[src/hw/rtl/mpq_pkg.sv]
// Shared types and constants for the min priority queue.
// Holds command and status codes, controller states and the
// controller/datapath interface structs. No dependencies.
package mpq_pkg;

  localparam int KEY_W      = 32;
  localparam int CMD_W      = 2;
  localparam int STATUS_W   = 2;
  localparam int CNT_OUT_W  = 5;
  localparam int IN_TDATA_W = 32;
  localparam int OUT_TDATA_W = 40;

  // Request commands
  localparam logic [CMD_W-1:0] CMD_INSERT = 2'd0;
  localparam logic [CMD_W-1:0] CMD_REMOVE = 2'd1;
  localparam logic [CMD_W-1:0] CMD_PEEK   = 2'd2;

  // Result status codes
  localparam logic [STATUS_W-1:0] STATUS_OK    = 2'd0;
  localparam logic [STATUS_W-1:0] STATUS_EMPTY = 2'd1;
  localparam logic [STATUS_W-1:0] STATUS_FULL  = 2'd2;

  typedef enum logic [1:0] {
    S_IDLE,
    S_DECODE,
    S_SCAN,
    S_FINISH
  } mpq_state_t;

  // Controller to datapath
  typedef struct packed {
    logic load_in;
    logic decode;
    logic scan_step;
    logic load_out;
  } mpq_ctrl_t;

  // Datapath to controller
  typedef struct packed {
    logic need_scan;
    logic scan_last;
    logic out_free;
  } mpq_stat_t;

endpackage

[src/hw/rtl/mpq_ram.sv]
// Generic simple dual-port RAM: one write port, one read port,
// registered read data. No dependencies.
module mpq_ram #(
  parameter int WIDTH = 32,
  parameter int DEPTH = 16
) (
  input  logic                     clk,
  input  logic                     we,
  input  logic [$clog2(DEPTH)-1:0] waddr,
  input  logic [WIDTH-1:0]         wdata,
  input  logic [$clog2(DEPTH)-1:0] raddr,
  output logic [WIDTH-1:0]         rdata
);

  logic [WIDTH-1:0] mem [DEPTH];

  always_ff @(posedge clk) begin
    if (we) begin
      mem[waddr] <= wdata;
    end
    rdata <= mem[raddr];
  end

endmodule

[src/hw/rtl/mpq_ctrl.sv]
// Controller state machine for the min priority queue.
// Depends on mpq_pkg for states and interface structs.
module mpq_ctrl (
  input  logic              clk,
  input  logic              rst_n,
  input  logic              in_tvalid,
  output logic              in_tready,
  input  mpq_pkg::mpq_stat_t stat,
  output mpq_pkg::mpq_ctrl_t ctrl
);
  import mpq_pkg::*;

  mpq_state_t state_r, state_nxt;

  always_ff @(posedge clk) begin
    if (!rst_n) begin
      state_r <= S_IDLE;
    end else begin
      state_r <= state_nxt;
    end
  end

  always_comb begin
    state_nxt = state_r;
    ctrl      = '0;
    in_tready = 1'b0;
    unique case (state_r)
      S_IDLE: begin
        in_tready = 1'b1;
        if (in_tvalid) begin
          ctrl.load_in = 1'b1;
          state_nxt    = S_DECODE;
        end
      end
      S_DECODE: begin
        ctrl.decode = 1'b1;
        state_nxt   = stat.need_scan ? S_SCAN : S_FINISH;
      end
      S_SCAN: begin
        ctrl.scan_step = 1'b1;
        if (stat.scan_last) begin
          state_nxt = S_FINISH;
        end
      end
      S_FINISH: begin
        // hold the result until the output register frees up
        if (stat.out_free) begin
          ctrl.load_out = 1'b1;
          state_nxt     = S_IDLE;
        end
      end
      default: begin
        state_nxt = S_IDLE;
      end
    endcase
  end

endmodule

[src/hw/rtl/mpq_dp.sv]
// Datapath for the min priority queue: key store, count, min scan
// and output register. Depends on mpq_pkg and mpq_ram.
module mpq_dp #(
  parameter int DEPTH = 16
) (
  input  logic                              clk,
  input  logic                              rst_n,
  input  mpq_pkg::mpq_ctrl_t                ctrl,
  output mpq_pkg::mpq_stat_t                stat,
  input  logic [mpq_pkg::CMD_W-1:0]         in_command,
  input  logic signed [mpq_pkg::KEY_W-1:0]  in_key,
  input  logic                              out_tready,
  output logic                              out_valid,
  output logic signed [mpq_pkg::KEY_W-1:0]  out_min_key,
  output logic [mpq_pkg::STATUS_W-1:0]      out_status,
  output logic [mpq_pkg::CNT_OUT_W-1:0]     out_entry_count,
  output logic                              out_is_empty
);
  import mpq_pkg::*;

  localparam int IW = $clog2(DEPTH);
  localparam int CW = $clog2(DEPTH + 1);

  logic [CMD_W-1:0]        cmd_r;
  logic signed [KEY_W-1:0] key_r;
  logic [CW-1:0]           count_r, count_nxt;
  logic [IW-1:0]           iss_r;
  logic [IW-1:0]           cmp_r;
  logic signed [KEY_W-1:0] min_key_r, min_key_nxt;
  logic [IW-1:0]           min_idx_r, min_idx_nxt;
  logic signed [KEY_W-1:0] res_key_r, res_key_nxt;
  logic [STATUS_W-1:0]     res_status_r, res_status_nxt;
  logic                    out_valid_r;

  logic              ram_we;
  logic [IW-1:0]     ram_waddr;
  logic [KEY_W-1:0]  ram_wdata;
  logic [KEY_W-1:0]  ram_rdata;
  logic signed [KEY_W-1:0] rd_key;

  logic is_insert, is_remove, is_lookup, full, empty, take;

  mpq_ram #(
    .WIDTH (KEY_W),
    .DEPTH (DEPTH)
  ) u_store (
    .clk   (clk),
    .we    (ram_we),
    .waddr (ram_waddr),
    .wdata (ram_wdata),
    .raddr (iss_r),
    .rdata (ram_rdata)
  );

  assign rd_key    = $signed(ram_rdata);
  assign is_insert = (cmd_r == CMD_INSERT);
  assign is_remove = (cmd_r == CMD_REMOVE);
  assign is_lookup = is_remove || (cmd_r == CMD_PEEK);
  assign full      = (count_r == CW'(DEPTH));
  assign empty     = (count_r == '0);

  assign stat.need_scan = is_lookup && !empty;
  assign stat.scan_last = (CW'(cmp_r) == count_r - CW'(1));
  assign stat.out_free  = !out_valid_r || out_tready;

  // first entry seeds the minimum; later ones replace it only if strictly smaller
  assign take        = (cmp_r == '0) || (rd_key < min_key_r);
  assign min_key_nxt = take ? rd_key : min_key_r;
  assign min_idx_nxt = take ? cmp_r : min_idx_r;

  always_comb begin
    ram_we         = 1'b0;
    ram_waddr      = min_idx_nxt;
    ram_wdata      = ram_rdata;
    count_nxt      = count_r;
    res_key_nxt    = res_key_r;
    res_status_nxt = res_status_r;
    if (ctrl.decode) begin
      res_key_nxt    = '0;
      res_status_nxt = STATUS_OK;
      if (is_insert) begin
        if (full) begin
          res_status_nxt = STATUS_FULL;
        end else begin
          ram_we    = 1'b1;
          ram_waddr = count_r[IW-1:0];
          ram_wdata = key_r;
          count_nxt = count_r + CW'(1);
        end
      end else if (is_lookup && empty) begin
        res_status_nxt = STATUS_EMPTY;
      end
    end else if (ctrl.scan_step && stat.scan_last) begin
      res_key_nxt = min_key_nxt;
      // fill the hole left by the minimum with the last entry
      if (is_remove) begin
        ram_we    = 1'b1;
        count_nxt = count_r - CW'(1);
      end
    end
  end

  always_ff @(posedge clk) begin
    if (!rst_n) begin
      count_r     <= '0;
      out_valid_r <= 1'b0;
    end else begin
      count_r <= count_nxt;
      if (ctrl.load_out) begin
        out_valid_r <= 1'b1;
      end else if (out_tready) begin
        out_valid_r <= 1'b0;
      end
    end
  end

  always_ff @(posedge clk) begin
    if (ctrl.load_in) begin
      cmd_r <= in_command;
      key_r <= in_key;
      iss_r <= '0;
      cmp_r <= '0;
    end else begin
      if (ctrl.decode || ctrl.scan_step) begin
        iss_r <= iss_r + IW'(1);
      end
      if (ctrl.scan_step) begin
        cmp_r <= cmp_r + IW'(1);
      end
    end
    if (ctrl.scan_step) begin
      min_key_r <= min_key_nxt;
      min_idx_r <= min_idx_nxt;
    end
    res_key_r    <= res_key_nxt;
    res_status_r <= res_status_nxt;
    if (ctrl.load_out) begin
      out_min_key     <= res_key_r;
      out_status      <= res_status_r;
      out_entry_count <= CNT_OUT_W'(count_r);
      out_is_empty    <= empty;
    end
  end

  assign out_valid = out_valid_r;

endmodule

[src/hw/rtl/min_priority_queue_unsorted.sv]
// Top level of the min priority queue (unsorted key store).
// Depends on mpq_pkg, mpq_ctrl, mpq_dp and mpq_ram.
//
// Bounded min-priority queue of up to DEPTH signed 32-bit keys held in an
// unsorted RAM. Each input beat carries a command in in_tuser (insert,
// remove minimum, peek minimum) and a key in in_tdata; each request yields
// exactly one output beat with the minimum key, a status code, the entry
// count after the request and an empty flag. Insert and error cases pass
// through a decode step and a finish step to a loaded result; remove and
// peek add a scan between them that reads the N stored keys one entry per
// cycle through the key store's single read port. The finish step waits
// until the output register is free. A new request is accepted only once
// the previous one has reached the output register; that result may
// still wait there for out_tready while the next request is taken.
// A remove fills the freed slot with the last stored key, so no entries
// shift. The key store needs no clearing after reset.
module min_priority_queue_unsorted #(
  parameter int DEPTH = 16
) (
  input  logic                                clk,
  input  logic                                rst_n,
  // input beats
  input  logic                                in_tvalid,
  output logic                                in_tready,
  input  logic [mpq_pkg::IN_TDATA_W-1:0]      in_tdata,   // [31:0] key
  input  logic [mpq_pkg::CMD_W-1:0]           in_tuser,   // [1:0] command
  // result beats
  output logic                                out_tvalid,
  input  logic                                out_tready,
  // [31:0] min_key, [33:32] status, [38:34] entry_count, [39] is_empty
  output logic [mpq_pkg::OUT_TDATA_W-1:0]     out_tdata
);
  import mpq_pkg::*;

  mpq_ctrl_t               ctrl;
  mpq_stat_t               stat;
  logic signed [KEY_W-1:0] min_key;
  logic [STATUS_W-1:0]     status;
  logic [CNT_OUT_W-1:0]    entry_count;
  logic                    is_empty;

  mpq_ctrl u_ctrl (
    .clk       (clk),
    .rst_n     (rst_n),
    .in_tvalid (in_tvalid),
    .in_tready (in_tready),
    .stat      (stat),
    .ctrl      (ctrl)
  );

  mpq_dp #(
    .DEPTH (DEPTH)
  ) u_dp (
    .clk             (clk),
    .rst_n           (rst_n),
    .ctrl            (ctrl),
    .stat            (stat),
    .in_command      (in_tuser),
    .in_key          ($signed(in_tdata[KEY_W-1:0])),
    .out_tready      (out_tready),
    .out_valid       (out_tvalid),
    .out_min_key     (min_key),
    .out_status      (status),
    .out_entry_count (entry_count),
    .out_is_empty    (is_empty)
  );

  // pack result fields, most significant first
  assign out_tdata = {is_empty, entry_count, status, min_key};

endmodule

[config.mk]
export PLATFORM = sky130hd
export DESIGN_NAME = min_priority_queue_unsorted
export DESIGN_NICKNAME = d
export VERILOG_FILES = /design/src/hw/rtl/mpq_pkg.sv /design/src/hw/rtl/mpq_ram.sv /design/src/hw/rtl/mpq_ctrl.sv /design/src/hw/rtl/mpq_dp.sv /design/src/hw/rtl/min_priority_queue_unsorted.sv
export SDC_FILE = /design/constraint.sdc
export NUM_CORES = 1
export LEC_CHECK = 0
export ABC_AREA = 0
export ABC_CLOCK_PERIOD_IN_PS = 18300
export BUFFER_PORTS_ARGS = -buffer_cell sky130_fd_sc_hd__buf_2
export CORE_MARGIN = 5
export CORE_UTILIZATION = 65
export CTS_BUF_LIST = sky130_fd_sc_hd__clkbuf_8
export CTS_CLUSTER_SIZE = 10
export DETAILED_ROUTE_END_ITERATION = 12
export PLACE_DENSITY_LB_ADDON = 0.12
export SLEW_MARGIN = 25
export SYNTH_ARGS = -nofsm -noshare
export SYNTH_HDL_FRONTEND = slang
export SYNTH_SLANG_ARGS = --single-unit
[constraint.sdc]
create_clock -name clk -period 18.3 [get_ports clk]
set_clock_uncertainty 0.2 [all_clocks]
set_input_delay 3.66 -clock clk [delete_from_list [all_inputs] [get_ports clk]]
set_output_delay 3.66 -clock clk [all_outputs]
set_load 0.02 [all_outputs]
[Word-level counts from Yosys, hierarchy flattened]
Memory sizes are Yosys's and may differ from the RTL's. A register that Yosys moved wholly into a read port is not among the register bits.
Cells that the tools add are included.
Storage, ports and cells
  register bits: 160
  memory bits (writable): 512
  input bits: 38
  output and inout port bits: 42
  word-level logic and storage cells: 88
  memories: 1
Operators by class
  $add $sub $neg: 4
  magnitude comparators: 1
  eq/ne operators: 12
  mux-type cells: 37
  reduce and logical (&&, ||, !) cells: 18
Memories
  u_dp.u_store.mem: depth 16, width 32, read ports 1, clocked after Yosys merged registers in 1, write ports 1, line mpq_ram.sv:15  | logic [WIDTH-1:0] mem [DEPTH];
Operator list (count)
  32-bit 2-to-1 mux: 4
  32-bit < comparator: 1
  5-bit 2-to-1 mux: 5
  1-bit 2-to-1 mux: 18
  4-bit 2-to-1 mux: 4
  2-bit 2-to-1 mux: 5
  4-bit by 1-bit adder with 4-bit output (second input constant): 2
  2-bit != test (second input constant): 4
  2-bit one-hot mux with 4 select lines: 1
  2-bit equality test (second input constant): 3
  2-bit nonzero test: 3
  5-bit by 1-bit adder with 5-bit output (second input constant): 1
  4-bit by 5-bit equality test with 1-bit output: 1
  5-bit equality test (second input constant): 1
  5-bit zero test: 1
  5-bit by 1-bit subtractor with 5-bit output (second input constant): 1
  2-bit by 1-bit equality test with 1-bit output (second input constant): 2
  2-bit zero test: 2
  4-bit zero test: 1
  1-bit logical OR: 4
  4-bit AND reduction: 1
  1-bit logical AND: 3
  3-bit AND reduction: 1
  1-bit zero test: 2
  2-bit by 1-bit != test with 1-bit output (second input constant): 1

[Longest topological paths before layout]
Gate-level depths: netlist of run 1.
  word-level depth: 7
  mapped depth: 12
  depth with buffers taken out: 10

[Hierarchy]
A second synthesis of run 1 with hierarchy kept.
Second synthesis, totals
  cell total of the unflattened synthesis: 1469
  area total of the unflattened synthesis: 27556.4 um^2
Modules (own cells, without submodules)
  mpq_ram: times used 1, cells each 838, area an instance 19835.3 um^2, seq. area each 16015.4 um^2
  mpq_dp: times used 1, cells each 605, area an instance 7499.7 um^2, seq. area each 4284.1 um^2
  mpq_ctrl: times used 1, cells each 25, area an instance 214.0 um^2, seq. area each 40.0 um^2
  min_priority_queue_unsorted: times used 1, cells each 1, area an instance 7.5 um^2, seq. area each 0.0 um^2

[Worst setup path before layout of run 1]
OpenSTA, ideal clock, no wires.
  kind: flip-flop to flip-flop
  start: reg u_dp.min_key_r[17]
  end: mem u_dp.u_store.mem[4][0], enable pin
  setup time: 0.502 ns
  arrival time: 5.639 ns
  slack: 11.959 ns
  stages on the path, launching flop included: 11
  path through: edfxtp_1 inv_1 ha_1 a21o_1 a221o_1 a22oi_2 nand3_2 a2111oi_4 nor4b_1 a311o_1 nor4_1
On the way
  word-level cells in the longest chain between the ends: 6
Ends and longest elaborated chain
  from (decl): line mpq_dp.sv:29  | logic signed [KEY_W-1:0] min_key_r, min_key_nxt;
  from (signal assigned): line mpq_dp.sv:132  | min_key_r <= min_key_nxt;
  32-bit < comparator *: line mpq_dp.sv:67  | assign take = (cmp_r == '0) || (rd_key < min_key_r);
  1-bit logical OR *: line mpq_dp.sv:67
  4-bit 2-to-1 mux *: line mpq_dp.sv:69  | assign min_idx_nxt = take ? cmp_r : min_idx_r;
  4-bit 2-to-1 mux: line mpq_dp.sv:82  | if (full) begin
  4-bit 2-to-1 mux: line mpq_dp.sv:81  | if (is_insert) begin
  4-bit 2-to-1 mux *: line mpq_dp.sv:78  | if (ctrl.decode) begin
  to (decl): line mpq_ram.sv:15
Every way passes the cells marked *; elsewhere a longest branch is shown, timed or not.

[Worst setup path after layout of run 1]
  start: reg u_ctrl.state_r[0]
  end: out in_tready
On the way
  word-level cells in the longest chain between the ends: 2
Ends and longest elaborated chain
  from (decl): line mpq_ctrl.sv:13  | mpq_state_t state_r, state_nxt;
  from (signal assigned): line mpq_ctrl.sv:19  | state_r <= state_nxt;
  2-bit zero test: line mpq_ctrl.sv:27  | unique case (state_r)
  1-bit 2-to-1 mux: line mpq_ctrl.sv:27
  to (decl): line min_priority_queue_unsorted.sv:24  | output logic in_tready,
Every way passes these cells.

==> results of run 1 <==
[worst max-delay path: cells and delay by family (launching register included)]
| family | cells | cell delay, ps |
|---|---|---|
| flops | 1 | 400 |
| buf+inv | 2 | 270 |
| fa+ha+maj | 1 | 250 |
[path summary, 6_finish.rpt]
path	endpoint	slack [ps]
max	in_tready	12860
min reg2reg	u_dp.out_status[0]	230
min	u_dp.out_status[0]	230
max reg2reg	u_dp.u_store.mem[8][10]	13370
[per-stage QoR]
step	hold WS, ps	power, mW	instances
finish	228.6	4.536	2196
global route	237.8	4.766	2196
CTS	231.5	4.571	2193
detailed placement	216.2	3.358	1996
global placement	211.5	3.318	1996
floorplan	200.3	3.027	1416
[metal layers]
layer | track usage | wire [um] | part of all wire | vias up
li1 | - | - | - | 5958
met1 | 0.3515 | 23210 | 0.43 | 6978
met2 | 0.3748 | 26090 | 0.48 | 471
met3 | 0.04672 | 3608 | 0.067 | 85
met4 | 0.06379 | 1030 | 0.019 | 0
met5 | 0 | 0 | 0 | -
[layout by cell type (no fill, tap or decap), types with 7 or more instances in the layout]
cell type  netlist  layout
clkinv_2         0      10
clkinv_1         0      14
buf_2            2      81
o21ai_0         13      13
nor4_2           1      17
mux4_2         160     160
inv_1           44      89
ha_1            42      40
buf_4            1      28
nor2_1          77      77
xor2_1           9       9
a21oi_1         16      16
clkbuf_8         0     120
nor2b_1          8       7
dfxtp_1         80      76
nand2_1        116     115
edfxtp_1       624     624
mux2_4          30      30
o21a_1          33      33
[where the power goes]
part           leakage (nW)  total, mW  switching [mW]  internal [mW]
sequential             6.27       2.23           0.136           2.09
clock                  1.21       1.21           0.581          0.630
combinational          2.95       1.10           0.625          0.472
total                  10.4       4.54            1.34           3.19
[kinds of logic after synthesis]
group / synth area share
xor gates and xnor gates: 0.004476
AOI/OAI and AO/OA: 0.02530
buffers and inverters: 0.01612
adders and majority gates: 0.01918
and+or+nand+nor: 0.04093
DFF: 0.7425
muxes: 0.1515
[state kept, by name (all words and copies together) (netlist names), 5 cells and up]
name                  count
u_dp.out_entry_count      5
u_dp.res_key_r           32
u_dp.u_store.mem        512
u_dp.u_store.rdata       32
u_dp.min_key_r           32
u_dp.count_r              5
u_dp.out_min_key         32
u_dp.key_r               32
[final cells by class]
cell class	count	share of cell area
Sequential cell	704	0.6645
Clock inverter	77	0.01315
Tap cell	539	0.02202
Inverter	44	0.005392
Multi-Input combinational cell	602	0.2201
Timing Repair Buffer	110	0.02100
Clock buffer	120	0.05392
==> results.yml, run 1 <==
run_status:
  status: "finished, final reports clean"
setup_path:
  slowest_stage: "dfxtp_1"
  crit_path_cell_trace: "inv_1, ha_1, buf_2"
  crit_path_max_incr_delay_ps: 400
  r2r_start: "u_dp.count_r[0]"
  path_class: "reg -> out"
  required_ps: 14440
  reg2reg_depth: 11
  startpoint_type: "register"
  cp_data_arrival_time_ps: 1580
  startpoint: "u_ctrl.state_r[0]"
  path_max_fanout: 5
  cp-end-kind: "output pin"
cts:
  cts_buffers: 106
  cts.sink_count: 704
  clk_pin_slew_ps: 60
  post_cts_resized: 0
  clkLatencyLatePin_ps: 670
  cts-root-buf: "clkbuf_8"
  clockBufferDepth: 3
  ctsHoldBuffers: 0
  htreeDepth: 3
  cts_tree: "done"
  cts_setup_buffers: 0
finish:
  regArea_um2: 20350
  fill_cells: 2510
  drive_gt1_frac: 0.2885
  utilization: 0.7318
  area_growth_pct: 11.82
  postLayoutCellArea_um2: 30630
  multi_input_area_um2: 6740
  layout.nets: 1648
  diodes: 0
synth:
  ys_seq_area_frac: 0.7425
  synthFlopType: "edfxtp_1"
  synth_area_um2: 27390
  yosysTopAreaCell: "edfxtp_1"
  yosys-top-cells-count: "edfxtp_1, mux4_2, nand2_1"
  synthArstFlopShare: 0
  yosys-top-cells-area: "edfxtp_1, mux4_2, dfxtp_1"
  synth_top_area_frac: 0.6841
  synthCells: 1416
  synth-edff-count: 624
  postSynthAreaPerCell_um2: 19.35
  yosysWarnings: 0
  synth.distinct_cells: 61
  yosysMostFrequentCell: "edfxtp_1"
  synth_fp_nets: 1496
  synth_seq_cells: 704
floorplanning:
  rows: 75
  io_pins: 80
  core_area_um2: 41850
  die-area_um2: 46350
  fp.dieW_um: 215.3
  die_h_um: 215.3
  initial_core_util: 0.6545
power_and_ir_drop:
  p_leak_nw: 10.44
  powerDensity_nw_per_um2: 148.1
  vdd.ir_drop.worst_mv: 0.07188
global_routing:
  antenna_found_initial: 0
  grt_first_pass_wirelength_um: 83390
  grt_max_degree: 71
  grt_pass1_vias: 13898
  grt-ovfl-total: 0
  track_usage: 0.2377
min_path:
  min_from: "u_dp.res_status_r[0]"
  hold_path.class: "reg -> reg"
  hold_depth: 0
timing:
  tns_ps: 0
  slew_violations: 0
  min_period_ps: 5436
  relSlewSlack: 0.2965
  max_freq_ghz: 0.1840
  worst_pin_slew_ps: 1055
  rsz0062_at_grt: "no"
  final_hold_viol_count: 0
  fin_crit_sh: 0.2970
  fin_ws_ps: 12860
  setup_viol: 0
placement:
  port_buffers: 79
  hpwl_um: 28950
  pre_cts_ws_ps: 13010
  placed_area_um2: 28540
  place.gp.congestion: 0.7936
routing:
  postRouteAntennaNets: 0
  wl_per_cell_um: 24.56
  vias: 13492
  firstDrtPassIters: 4
  vias_per_cell: 6.144
  routed_wl_um: 53940
  drc_errors: 0
  drt_iter0_drc: 1354
flow_run:
  cap_violations: 0
Power figures use the tool's default switching activity.
==> run 2: changes to the inputs <==
- ABC_AREA: 0 -> 1
- ABC_CLOCK_PERIOD_IN_PS: 18300 -> 5100
- CORE_UTILIZATION: 65 -> 64
- clock period: 18.3 -> 5.1 ns (I/O delays scaled with it)
==> results.yml, run 2 <==
synth:
  synthCells: 2138
  synth_compound_gate_area_share: 0.1151
  synth_top_area_frac: 0.6605
  yosysTopAreaCell: "edfxtp_1"
  synthFlopType: "edfxtp_1"
  synthAdderAreaFrac: 0.01852
  synth_fp_nets: 2218
  synth_area_um2: 28370
  synthArstFlopShare: 0
  synth_top_family_by_area: "compound AO/OA/AOI/OAI gates"
  yosys-top-cells-count: "edfxtp_1, inv_1, nand2_1"
  yosysWarnings: 0
  synthXorXnorAreaFrac: 0.002117
  synth_seq_cells: 704
  postSynthAreaPerCell_um2: 13.27
  ys_seq_area_frac: 0.7170
  synth.distinct_cells: 40
  yosys-top-cells-area: "edfxtp_1, dfxtp_1, mux2i_1"
  yosysMostFrequentCell: "edfxtp_1"
  synth.area.mux_share: 0.04516
  synth_simple_gate_area_share: 0.05257
  synth-edff-count: 624
floorplanning:
  rows: 77
  initial_core_util: 0.6443
  die-area_um2: 48640
  io_pins: 80
  fp.dieW_um: 220.5
  core_area_um2: 44030
  die_h_um: 220.5
routing:
  firstDrtPassIters: 7
  drc_errors: 0
  vias_per_cell: 5.892
  wl_per_cell_um: 21.90
  postRouteAntennaNets: 0
  vias: 17293
  routed_wl_um: 64280
  drt_iter0_drc: 2069
flow_run:
  cap_violations: 0
run_status:
  status: "finished, final reports clean"
min_path:
  hold_path.class: "reg -> reg"
  hold_depth: 0
  min_from: "u_dp.res_key_r[30]"
  whs_endpoint: "u_dp.out_min_key[30]"
setup_path:
  required_ps: 5280
  cp_data_arrival_time_ps: 3950
  slowest_stage: "nor2_4"
  cp-end-kind: "register"
  path_max_fanout: 17
  r2r_start: "u_dp.count_r[0]"
  crit_path_cell_trace: "inv_2, ha_1, xor2_1, o21ai_0, nor3_2, o21ai_2, nor2_4, nand3_2, nand2_2, inv_1, nor2_1, nand2_1, nor2_4, buf_12"
  startpoint_type: "register"
  reg2reg_depth: 14
  reg2reg_to: "u_dp.u_store.mem[7][21]"
  crit_path_max_incr_delay_ps: 640
  r2r_slack_ps: 1330
  path_class: "reg -> reg"
  crit_top_cell: "nor2_4"
finish:
  stdcell_count: 2935
  final_cell_mix: "edfxtp_1, inv_1, nand2_1, o21ai_0, a21oi_1"
  drive_gt1_frac: 0.1404
  mostFrequentLayoutCell: "edfxtp_1"
  diodes: 0
  largest_reg_flops: 512
  layout.nets: 2331
  utilization: 0.7180
  fill_cells: 2991
  area_growth_pct: 11.43
  top_register: "u_dp.u_store.mem"
timing:
  fin_ws_ps: 1326
  slew_violations: 0
  final_hold_viol_count: 0
  max_freq_ghz: 0.2650
  setup_viol: 0
  fin_crit_sh: 0.7400
  relSlewSlack: 0.3242
  tns_ps: 0
  rsz0062_at_grt: "no"
  worst_pin_slew_ps: 1012
  min_period_ps: 3774
power_and_ir_drop:
  powerDensity_nw_per_um2: 556.9
  p_leak_nw: 11.87
  switchingPower_mw: 6.112
  clockPowerShare: 0.251
  vdd.ir_drop.worst_mv: 0.3237
  p_sw_frac: 0.3472
  p_int_mw: 11.49
  power_frac_seq: 0.463
  comb_power_share: 0.286
cts:
  post_cts_resized: 0
  cts_tree: "done"
  cts_setup_buffers: 0
  clockBufferDepth: 3
  cts_buffers: 108
  clkLatencyLatePin_ps: 690
  htreeDepth: 3
  clk_pin_slew_ps: 60
  cts-root-buf: "clkbuf_8"
  ctsHoldBuffers: 0
  cts.sink_count: 704
global_routing:
  grt_max_degree: 98
  antenna_found_initial: 1
  grt_pass1_vias: 16588
  grt-ovfl-total: 0
  track_usage: 0.2661
  grt_first_pass_wirelength_um: 97220
placement:
  port_buffers: 79
  pre_cts_ws_ps: 1359
  dp_cells: 2733
  hpwl_um: 35590
  place.gp.congestion: 0.8710
-- run 2: layout make-up --
type / count / area, um^2 / share of cell area
inverters: 240 / 902.1 / 0.02854
well taps: 592 / 740.7 / 0.02343
flip-flops and latches: 704 / 20350 / 0.6437
multi-input cells: 1078 / 6756 / 0.2137
repair buffers: 119 / 770.7 / 0.02438
clock buffers: 125 / 1720 / 0.05442
clock inverters: 77 / 372.9 / 0.01179
-- run 2: worst max-delay path, delay by kind of cell (launching register included) --
kind	cells	cell delay, ps
AOI/OAI and AO/OA	2	230
xor gates and xnor gates	1	140
adders and majority gates	1	340
buffers and inverters	3	480
DFF	1	470
and+or+nand+nor	7	1590
-- run 2: worst max-delay path by stage --
stage | start | slack (ps) | end | depth (start not counted)
5_1_grt | u_dp.count_r[0] | 1120 | u_dp.u_store.mem[7][21] | 14
2_1_floorplan | u_ctrl.state_r[0] | 780 | u_dp.u_store.mem[4][0] | 10
3_5_place_dp | u_dp.count_r[0] | 1360 | u_dp.u_store.mem[7][22] | 14
3_3_place_gp | u_dp.count_r[0] | 1440 | u_dp.u_store.mem[7][22] | 14
4_1_cts | u_dp.count_r[0] | 1330 | u_dp.u_store.mem[7][21] | 14
6_report | u_dp.count_r[0] | 1330 | u_dp.u_store.mem[7][21] | 14
-- run 2: through the flow --
step	cell area (um^2)	hold slack (ps)	power [mW]
after global placement	29520	209.2	13.07
after detailed placement	29520	208.4	13.23
after global routing	31610	235.3	18.59
after CTS	31610	223.7	17.63
after floorplan	28370	200.3	11.63
final	31610	223.7	17.60
-- run 2: metal layers --
metal / vias to the layer above / part of all wire / track usage
met1: 8457 / 0.43 / 0.3886
li1: 7975 / - / -
met3: 100 / 0.087 / 0.05117
met4: 0 / 0.022 / 0.08435
met2: 761 / 0.47 / 0.4144
met5: - / 0 / 0
-- run 2: power groups by stage --
stage	Combinational (mW)	Clock, mW	Sequential (mW)
2_1_floorplan	3.62	0	8.01
3_3_place_gp	4.84	0	8.23
3_5_place_dp	4.98	0	8.25
4_1_cts	5.00	4.50	8.13
5_1_grt	5.59	4.81	8.19
6_report	5.03	4.42	8.15
-- run 2: kinds of logic after synthesis --
group | after synthesis
mux | 128
buf+inv | 356
flops | 704
xor+xnor | 6
fa+ha+maj | 42
compound gates | 563
simple gates | 339
